[src/ttrc_pkg.sv]
// ----------------------------------------------------------------------------
// ttrc_pkg - shared definitions for the three-term recurrence checksum
// Field widths, recurrence constants and term type used by the interfaces,
// the datapath and the checker.
// ----------------------------------------------------------------------------
package ttrc_pkg;

    // payload widths
    localparam int unsigned BYTE_W = 8;
    localparam int unsigned TERM_W = 16;
    localparam int unsigned POS_W  = 8;

    typedef logic [BYTE_W-1:0] t_byte;
    typedef logic [TERM_W-1:0] t_term;
    typedef logic [POS_W-1:0]  t_pos;

    // recurrence constants
    localparam t_term FIRST_OFFSET = 16'd7;
    localparam t_pos  ALPHA_MUL    = 8'd17;
    localparam t_pos  BETA_MUL     = 8'd31;
    localparam t_term TERM_MOD     = 16'hFFFF;
    localparam t_term TERM_INIT    = 16'd1;
    localparam t_pos  POS_FIRST    = 8'd1;

    // multiple of the modulus added so the difference is never negative
    localparam logic [25:0] DIFF_BIAS = 26'(32'(TERM_MOD) * 32'd256);

endpackage

[src/ttrc_if.sv]
// ----------------------------------------------------------------------------
// ttrc_if - valid/ready channels of the recurrence checksum
// One interface for the incoming byte beats, one for the checksum beats.
// ----------------------------------------------------------------------------
interface ttrc_in_if;
    logic                valid;
    logic                ready;
    ttrc_pkg::t_byte     data_byte;
    logic                last_byte;

    modport source (output valid, output data_byte, output last_byte, input ready);
    modport sink   (input valid, input data_byte, input last_byte, output ready);
endinterface

interface ttrc_out_if;
    logic                valid;
    logic                ready;
    ttrc_pkg::t_term     checksum;

    modport source (output valid, output checksum, input ready);
    modport sink   (input valid, input checksum, output ready);
endinterface

[src/three_term_recurrence_checksum.sv]
// ----------------------------------------------------------------------------
// three_term_recurrence_checksum - second-order recurrence checksum mod 65535
// Folds a byte message into a two-term recurrence and emits the newest term
// when the byte flagged last has been folded in.
// ----------------------------------------------------------------------------
// path: an accepted last byte beat goes through the input beat register, then the result register
// throughput: one byte beat per cycle, with the term update combinational;
// a held checksum only stalls the input when a further last byte reaches it
// reset: synchronous, active low; clears both beat registers and rearms the
// recurrence for a new message (terms 1, position 0)
module three_term_recurrence_checksum (
    input  logic               i_clk,
    input  logic               i_rst_n,
    ttrc_in_if.sink            i_in,
    ttrc_out_if.source         o_out
);

    // input beat register
    logic                r_in_valid;
    ttrc_pkg::t_byte     r_in_byte;
    logic                r_in_last;

    // recurrence state
    ttrc_pkg::t_term     r_newer, n_newer;
    ttrc_pkg::t_term     r_older, n_older;
    ttrc_pkg::t_pos      r_pos,   n_pos;
    logic                r_first, n_first;

    // result register
    logic                r_out_valid;
    ttrc_pkg::t_term     r_checksum;

    // datapath
    ttrc_pkg::t_pos      w_alpha;
    ttrc_pkg::t_pos      w_beta;
    logic [8:0]          w_coef;
    logic [24:0]         w_lhs;
    logic [23:0]         w_rhs;
    logic                w_neg;
    logic [25:0]         w_sum;
    logic [16:0]         w_fold1;
    ttrc_pkg::t_term     w_fold2;
    ttrc_pkg::t_term     w_next;
    ttrc_pkg::t_term     w_first_term;

    logic                w_out_free;
    logic                w_proc;

    // handshake: a held byte moves on unless it is last and the result slot is full
    assign w_out_free  = !r_out_valid || o_out.ready;
    assign w_proc      = r_in_valid && (!r_in_last || w_out_free);
    assign i_in.ready  = !r_in_valid || w_proc;

    assign o_out.valid    = r_out_valid;
    assign o_out.checksum = r_checksum;

    // coefficients from the position, mod 256
    assign w_alpha = r_pos * ttrc_pkg::ALPHA_MUL;
    assign w_beta  = r_pos * ttrc_pkg::BETA_MUL;
    assign w_coef  = {1'b0, r_in_byte} + {1'b0, w_alpha};

    // the two products
    assign w_lhs = {16'b0, w_coef} * {9'b0, r_newer};
    assign w_rhs = {16'b0, w_beta} * {8'b0, r_older};

    // a negative difference gains one through the 64-bit wrap
    assign w_neg = w_lhs < {1'b0, w_rhs};
    assign w_sum = {1'b0, w_lhs} - {2'b0, w_rhs} + {25'b0, w_neg} + ttrc_pkg::DIFF_BIAS;

    // end-around folds, since 2^16 = 1 mod 65535
    assign w_fold1 = {7'b0, w_sum[25:16]} + {1'b0, w_sum[15:0]};
    assign w_fold2 = w_fold1[15:0] + {15'b0, w_fold1[16]};
    assign w_next  = (w_fold2 == ttrc_pkg::TERM_MOD) ? '0 : w_fold2;

    assign w_first_term = {8'b0, r_in_byte} + ttrc_pkg::FIRST_OFFSET;

    // next recurrence state
    always_comb begin
        n_newer = r_newer;
        n_older = r_older;
        n_pos   = r_pos;
        n_first = r_first;
        if (w_proc) begin
            if (r_in_last) begin
                n_newer = ttrc_pkg::TERM_INIT;
                n_older = ttrc_pkg::TERM_INIT;
                n_pos   = '0;
                n_first = 1'b1;
            end else if (r_first) begin
                n_newer = w_first_term;
                n_older = ttrc_pkg::TERM_INIT;
                n_pos   = ttrc_pkg::POS_FIRST;
                n_first = 1'b0;
            end else begin
                n_newer = w_next;
                n_older = r_newer;
                n_pos   = r_pos + 8'd1;
                n_first = 1'b0;
            end
        end
    end

    // input beat register
    always_ff @(posedge i_clk) begin
        if (!i_rst_n) begin
            r_in_valid <= 1'b0;
        end else if (i_in.ready) begin
            r_in_valid <= i_in.valid;
        end
    end

    always_ff @(posedge i_clk) begin
        if (i_in.ready && i_in.valid) begin
            r_in_byte <= i_in.data_byte;
            r_in_last <= i_in.last_byte;
        end
    end

    // recurrence state registers
    always_ff @(posedge i_clk) begin
        if (!i_rst_n) begin
            r_newer <= ttrc_pkg::TERM_INIT;
            r_older <= ttrc_pkg::TERM_INIT;
            r_pos   <= '0;
            r_first <= 1'b1;
        end else begin
            r_newer <= n_newer;
            r_older <= n_older;
            r_pos   <= n_pos;
            r_first <= n_first;
        end
    end

    // result register
    always_ff @(posedge i_clk) begin
        if (!i_rst_n) begin
            r_out_valid <= 1'b0;
        end else if (w_proc && r_in_last) begin
            r_out_valid <= 1'b1;
        end else if (o_out.ready) begin
            r_out_valid <= 1'b0;
        end
    end

    always_ff @(posedge i_clk) begin
        if (w_proc && r_in_last) begin
            r_checksum <= r_first ? w_first_term : w_next;
        end
    end

endmodule

[src/flat_wrapper.sv]
// flat-port wrapper written by rule: the top's interface ports become plain ports
module three_term_recurrence_checksum_flat 
  (i_clk, i_rst_n, i_in_valid, i_in_data_byte, i_in_last_byte, i_in_ready, o_out_valid, o_out_checksum, o_out_ready);
  ttrc_in_if i_in_i ();
  ttrc_out_if o_out_i ();
  input  logic i_clk;
  input  logic i_rst_n;
  input wire logic [$bits(i_in_i.valid)-1:0] i_in_valid;
  input wire logic [$bits(i_in_i.data_byte)-1:0] i_in_data_byte;
  input wire logic [$bits(i_in_i.last_byte)-1:0] i_in_last_byte;
  output wire logic [$bits(i_in_i.ready)-1:0] i_in_ready;
  output wire logic [$bits(o_out_i.valid)-1:0] o_out_valid;
  output wire logic [$bits(o_out_i.checksum)-1:0] o_out_checksum;
  input wire logic [$bits(o_out_i.ready)-1:0] o_out_ready;
  assign i_in_i.valid = i_in_valid;
  assign i_in_i.data_byte = i_in_data_byte;
  assign i_in_i.last_byte = i_in_last_byte;
  assign i_in_ready = i_in_i.ready;
  assign o_out_valid = o_out_i.valid;
  assign o_out_checksum = o_out_i.checksum;
  assign o_out_i.ready = o_out_ready;
  three_term_recurrence_checksum u_core (.i_clk(i_clk), .i_rst_n(i_rst_n), .i_in(i_in_i), .o_out(o_out_i));
endmodule
[config.mk]
export PLATFORM = sky130hd
export DESIGN_NAME = three_term_recurrence_checksum_flat
export DESIGN_NICKNAME = d
export VERILOG_FILES = /design/src/ttrc_pkg.sv /design/src/ttrc_if.sv /design/src/three_term_recurrence_checksum.sv /design/src/flat_wrapper.sv
export SDC_FILE = /design/constraint.sdc
export NUM_CORES = 1
export LEC_CHECK = 0
export BUFFER_PORTS_ARGS = -buffer_cell sky130_fd_sc_hd__buf_2
export CORE_MARGIN = 1
export CORE_UTILIZATION = 36
export DETAILED_ROUTE_END_ITERATION = 10
export PLACE_DENSITY = 0.58
export SLEW_MARGIN = 25
export SYNTH_ARGS = -nofsm -noshare
export SYNTH_HDL_FRONTEND = slang
export SYNTH_SLANG_ARGS = --single-unit
[constraint.sdc]
create_clock -name i_clk -period 13.8 [get_ports i_clk]
set_clock_uncertainty 0.2 [all_clocks]
set_input_delay 0.69 -clock i_clk [delete_from_list [all_inputs] [get_ports i_clk]]
set_output_delay 0.69 -clock i_clk [all_outputs]
set_load 0.1 [all_outputs]
-- After elaboration in Yosys (flattened, before gate mapping)
Cells that the tools add are included.
- add/subtract/negate cells: 8
- $mul: 4
- magnitude comparators: 1
- reduce and logical (&&, ||, !) cells: 10
- equality and inequality tests: 1
- mux-type cells: 10
- operator list (operator ; count):
    2-to-1 mux 16 bit ; 5
    adder 26 x 1 -> 26 bit ; 1
    adder 26 x 24 -> 26 bit (second input constant) ; 1
    subtractor 25 x 24 -> 26 bit ; 1
    less-than comparator 25 x 24 -> 1 bit ; 1
    multiplier 9 x 16 -> 25 bit ; 1
    multiplier 8 x 16 -> 24 bit ; 1
    adder 10 x 16 -> 17 bit ; 1
    adder 16 x 1 -> 16 bit ; 1
    == test 16 bit (second input constant) ; 1
    multiplier 8 x 5 -> 8 bit (second input constant) ; 2
    2-to-1 mux 8 bit ; 2
    adder 8 x 3 -> 9 bit (second input constant) ; 1
    adder 8 x 8 -> 9 bit ; 1
    adder 8 x 1 -> 8 bit (second input constant) ; 1
    logical AND 1 bit ; 3
    logical NOT 1 bit ; 3
    logical OR 1 bit ; 3
    2-to-1 mux 1 bit ; 3
    nonzero test 2 bit ; 1
- logic and storage cells: 43
- input port bits: 13
- register bits after elaboration: 68
- output and inout port bits: 18

-- Longest topological paths before layout
- word-level depth: 12
- gate-level depth with buffers: 68
- gate-level depth less buffers: 66

-- Worst setup path after synthesis
Ideal clock, no wire load.
- path kind: reg-to-reg
- from: register u_core.r_pos[1]
- to: register u_core.r_checksum[0], in the netlist u_core.o_out.checksum[0], data pin
- arrival time: 14.866 ns
- setup time: 0.271 ns
- setup slack: -1.537 ns
- required time: 13.329 ns
- buffers on the path: 2
- stages on the path, launching flop included: 63
- period minus slack after synthesis: 15.337 ns
- cell sequence: dfxtp_1 > inv_1 > fa_1 > inv_1 > fa_1 > inv_1 > fa_1 > inv_1 > ha_1 > inv_1 > o21bai_1 > a21oi_1 > xnor2_1 > clkbuf_1 > nand2_1 > fa_1 > fa_1 > fa_1 > (+27 left out) > xnor2_1 > ha_1 > clkbuf_1 > nand2_1 > o21ai_1 > o21ai_1 > nor4_2 > nor3b_1 > ha_1 > nand3_1 > or3_1 > nor4_1 > o211ai_1 > xnor2_1 > a2111o_1 > a311o_1 > nor2_2 > o22ai_1
- longest elaborated chain between the ends: 11
- elaborated cells between the ends (all ways): 14
- those cells by class: 6 x add/sub; 4 x mul; 1 x order compare; 1 x eq/ne; 2 x mux
- ends and longest elaborated chain (item ; RTL line ; source):
    start, declared ; three_term_recurrence_checksum.sv:26 ; ttrc_pkg::t_pos r_pos, n_pos;
    start signal, assigned ; three_term_recurrence_checksum.sv:129 ; r_pos <= n_pos;
    multiplier 8 x 5 -> 8 bit ; three_term_recurrence_checksum.sv:58 ; assign w_alpha = r_pos * ttrc_pkg::ALPHA_MUL;
    adder 8 x 8 -> 9 bit ; three_term_recurrence_checksum.sv:60 ; assign w_coef = {1'b0, r_in_byte} + {1'b0, w_alpha};
    multiplier 9 x 16 -> 25 bit ; three_term_recurrence_checksum.sv:63 ; assign w_lhs = {16'b0, w_coef} * {9'b0, r_newer};
    subtractor 25 x 24 -> 26 bit / less-than comparator 25 x 24 -> 1 bit (equally long branches) ; three_term_recurrence_checksum.sv:68, three_term_recurrence_checksum.sv:67 ;
    adder 26 x 1 -> 26 bit (*) ; three_term_recurrence_checksum.sv:68 ; assign w_sum = {1'b0, w_lhs} - {2'b0, w_rhs} + {25'b0, w_neg} + ttrc_pkg::DIFF_BIAS;
    adder 26 x 24 -> 26 bit (*) ; three_term_recurrence_checksum.sv:68 ;
    adder 10 x 16 -> 17 bit (*) ; three_term_recurrence_checksum.sv:71 ; assign w_fold1 = {7'b0, w_sum[25:16]} + {1'b0, w_sum[15:0]};
    adder 16 x 1 -> 16 bit (*) ; three_term_recurrence_checksum.sv:72 ; assign w_fold2 = w_fold1[15:0] + {15'b0, w_fold1[16]};
    == test 16 bit ; three_term_recurrence_checksum.sv:73 ; assign w_next = (w_fold2 == ttrc_pkg::TERM_MOD) ? '0 : w_fold2;
    2-to-1 mux 16 bit (*) ; three_term_recurrence_checksum.sv:73 ;
    2-to-1 mux 16 bit (*) ; three_term_recurrence_checksum.sv:147 ; r_checksum <= r_first ? w_first_term : w_next;
    end signal, assigned ; three_term_recurrence_checksum.sv:147 ;
    end, declared ; three_term_recurrence_checksum.sv:31 ; ttrc_pkg::t_term r_checksum;
Mark *: on every way between the ends. The rest lies on a longest branch, timed or not.
A chain may end at the register's enable or synchronous reset.

-- Final worst setup path
Ends and elaborated chain as after synthesis.

==> flow_metrics.tcl <==
set metrics [dict create \
    outcome "complete, but fails checks" \
    violations "negative setup slack" \
    syn_nets 2177 \
    max_stage_delay_ns 0.59 \
    dpl.cell_count 2473 \
    synth_area_leaders "fa_1 27%, ha_1 16%, inv_1 8.0%, dfxtp_1 5.7%, and2_1 5.7%" \
    grt_pass1_wl_mm 69.7 \
    route.detailed.drc 0 \
    ys_seq_elements 68 \
    cts_tree "built" \
    final_cells 2532 \
    yosysUniqueCellTypes 76 \
    start_util 0.368 \
    grt_max_degree 29 \
    yosysWarnings 0 \
    rows 74 \
    rsz0062_at_grt "yes" \
    setup_ws_ns -0.483 \
    clock-root-buffer "clkbuf_16" \
    dieWidth_um 207 \
    regArea_um2 1620 \
    groute.usage.overall 0.208 \
    fmaxAchievable_ghz 0.0700 \
    relSlewSlack 0.277 \
    cp-end-kind "flop" \
    drtPass1Iterations 7 \
    cp_slowest_cell "fa_2" \
    clockBufferDepth 2 \
    arrival_ns 14.16 \
    synth_edf_count 25 \
    crit_type "flop to flop" \
    cp.required_ns 13.67 \
    wire_per_inst_um 16.9 \
    core-area_um2 41100 \
    fin_nets 2398 \
    overflow 0 \
    antenna_found_initial 1 \
    path_max_fanout 8 \
    syn_avg_cell_area_um2 8.52 \
    pin_count 31 \
    cp_top_family "adder cells" \
    yosys_most_used_dff "dfxtp_1" \
    timing.final.max_slew_violations 0 \
    die_h_um 207 \
    grt_pass1_vias 13200 \
    multi_input_area_um2 12700 \
    post-route-min-period_ns 14.28 \
    path_clk_slew_ns 0.07 \
    pre_cts_slack_ns -0.635 \
    tightest_slew_ns 1.08 \
    num_vias 12800 \
    htreeDepth 3 \
    layout-area-overhead-vs-synth_pct 22.1 \
    synth_cells 1774 \
    die-area_um2 42800 \
    cts_buffers 9 \
    synthArstFlopShare 0 \
    setup-violations-final 32 \
    layout-drive-gt1-share 0.204 \
    gp_congestion 0.924 \
    hp-class "primary input to flop" \
    maxCapViolCount 0 \
    insertion_delay_ns 0.34 \
    syn_area_um2 15100 \
    antenna_left 0 \
    yosys.area.top_type "fa_1" \
    crit_buf_inv 9 \
    antenna_cells 0 \
    cp-start-kind "flop" \
    worst_hold_slack_ns 0.323 \
    tns_ns -12.59 \
    first_iter_violations 720 \
    portBuffers 30 \
    dp_hpwl_mm 34.7 \
    num-fill-cells 4051 \
    yosys.area.top_type_share 0.266 \
    finalWirelength_mm 42.8 \
    ys_seq_area_frac 0.107 \
    hold_viol 0 \
    clock-sinks 68 \
    vias_per_cell 5.06 \
    min_period_over_period 1.03 \
]
what timing repair did:
item                       4_1_cts  5_1_grt
setup endpoints to repair       32       32
buffers inserted                30       12
cloned                           0        1
resized for setup               25       50
pin swaps                       21       22
hold buffers                     0        0
synth_stat cells, types with 9 or more instances:
cell	count
a21o_1	18
a21oi_1	56
a22oi_1	19
a31oi_1	10
and2_1	137
clkbuf_1	55
dfxtp_1	43
edfxtp_1	25
fa_1	201
ha_1	189
inv_1	321
nand2_1	187
nand2b_1	17
nand3_1	26
nor2_1	81
nor2b_1	40
nor3_1	21
nor4_1	9
o21ai_0	33
o21bai_1	13
o31ai_1	22
or3_1	10
xnor2_1	80
xor2_1	35
registers in the layout (all words and copies together), names as in the netlist:
name	count
u_core.o_out.checksum	16
u_core.r_older	16
u_core.r_pos	8
u_core.o_out.valid	1
u_core.r_in_valid	1
u_core.r_in_byte	8
u_core.r_first	1
u_core.r_in_last	1
u_core.r_newer	16
final timing paths:
check | slack, ns | end | cells after the start | start
setup reg to reg | -0.48 | u_core.o_out.checksum[0] | 64 | u_core.r_pos[1]
hold reg to reg | 0.39 | u_core.r_pos[7] | 2 | u_core.r_pos[7]
hold / removal | 0.32 | u_core.r_in_last | 1 | i_in_last_byte
setup / recovery | -0.48 | u_core.o_out.checksum[0] | 64 | u_core.r_pos[1]
cell usage in the layout (no fill, tap or decap), types with 39 or more instances in the layout:
cell,n
nor2_1,77
nor2b_1,39
xnor2_1,73
fa_1,198
nand2_1,185
ha_1,175
and2_1,135
a21oi_1,48
inv_1,309
buf_4,230
dfxtp_1,39
cells by family (layout without fill, tap and decap cells):
family          count (synthesis)  count (layout)  share of synthesized area
compound gates                254             254                      0.119
xor+xnor                      116             116                     0.0677
fa+ha+maj                     390             390                      0.422
buf+inv                       379             605                     0.0946
flops                          68              68                      0.107
mux                             2               2                    0.00132
simple gates                  565             565                      0.188
per-layer routing:
metal,vias up,GRT usage,share of wire
li1,6126,-,-
met1,6374,0.297,0.47
met3,53,0.0146,0.038
met5,-,0,0
met2,267,0.348,0.47
met4,0,0.0401,0.016
metrics by stage:
stage,util,cell area [um^2]
after floorplan,-,15400
after global placement,0.425,17500
after detailed placement,0.425,17500
after CTS,0.441,18100
after global routing,0.449,18500
final,0.449,18500
cell type report:
class / instances / share of cell area
multi-input combinational: 1327 / 0.687
timing repair buffer: 267 / 0.107
sequential: 68 / 0.0878
inverter: 322 / 0.0655
tap: 532 / 0.0361
clock buffer: 9 / 0.0122
clock inverter: 7 / 0.00407
Power is left out: the tool's default activity adds up to more than one toggle a clock period on the data nets, which glitch-free logic cannot reach.
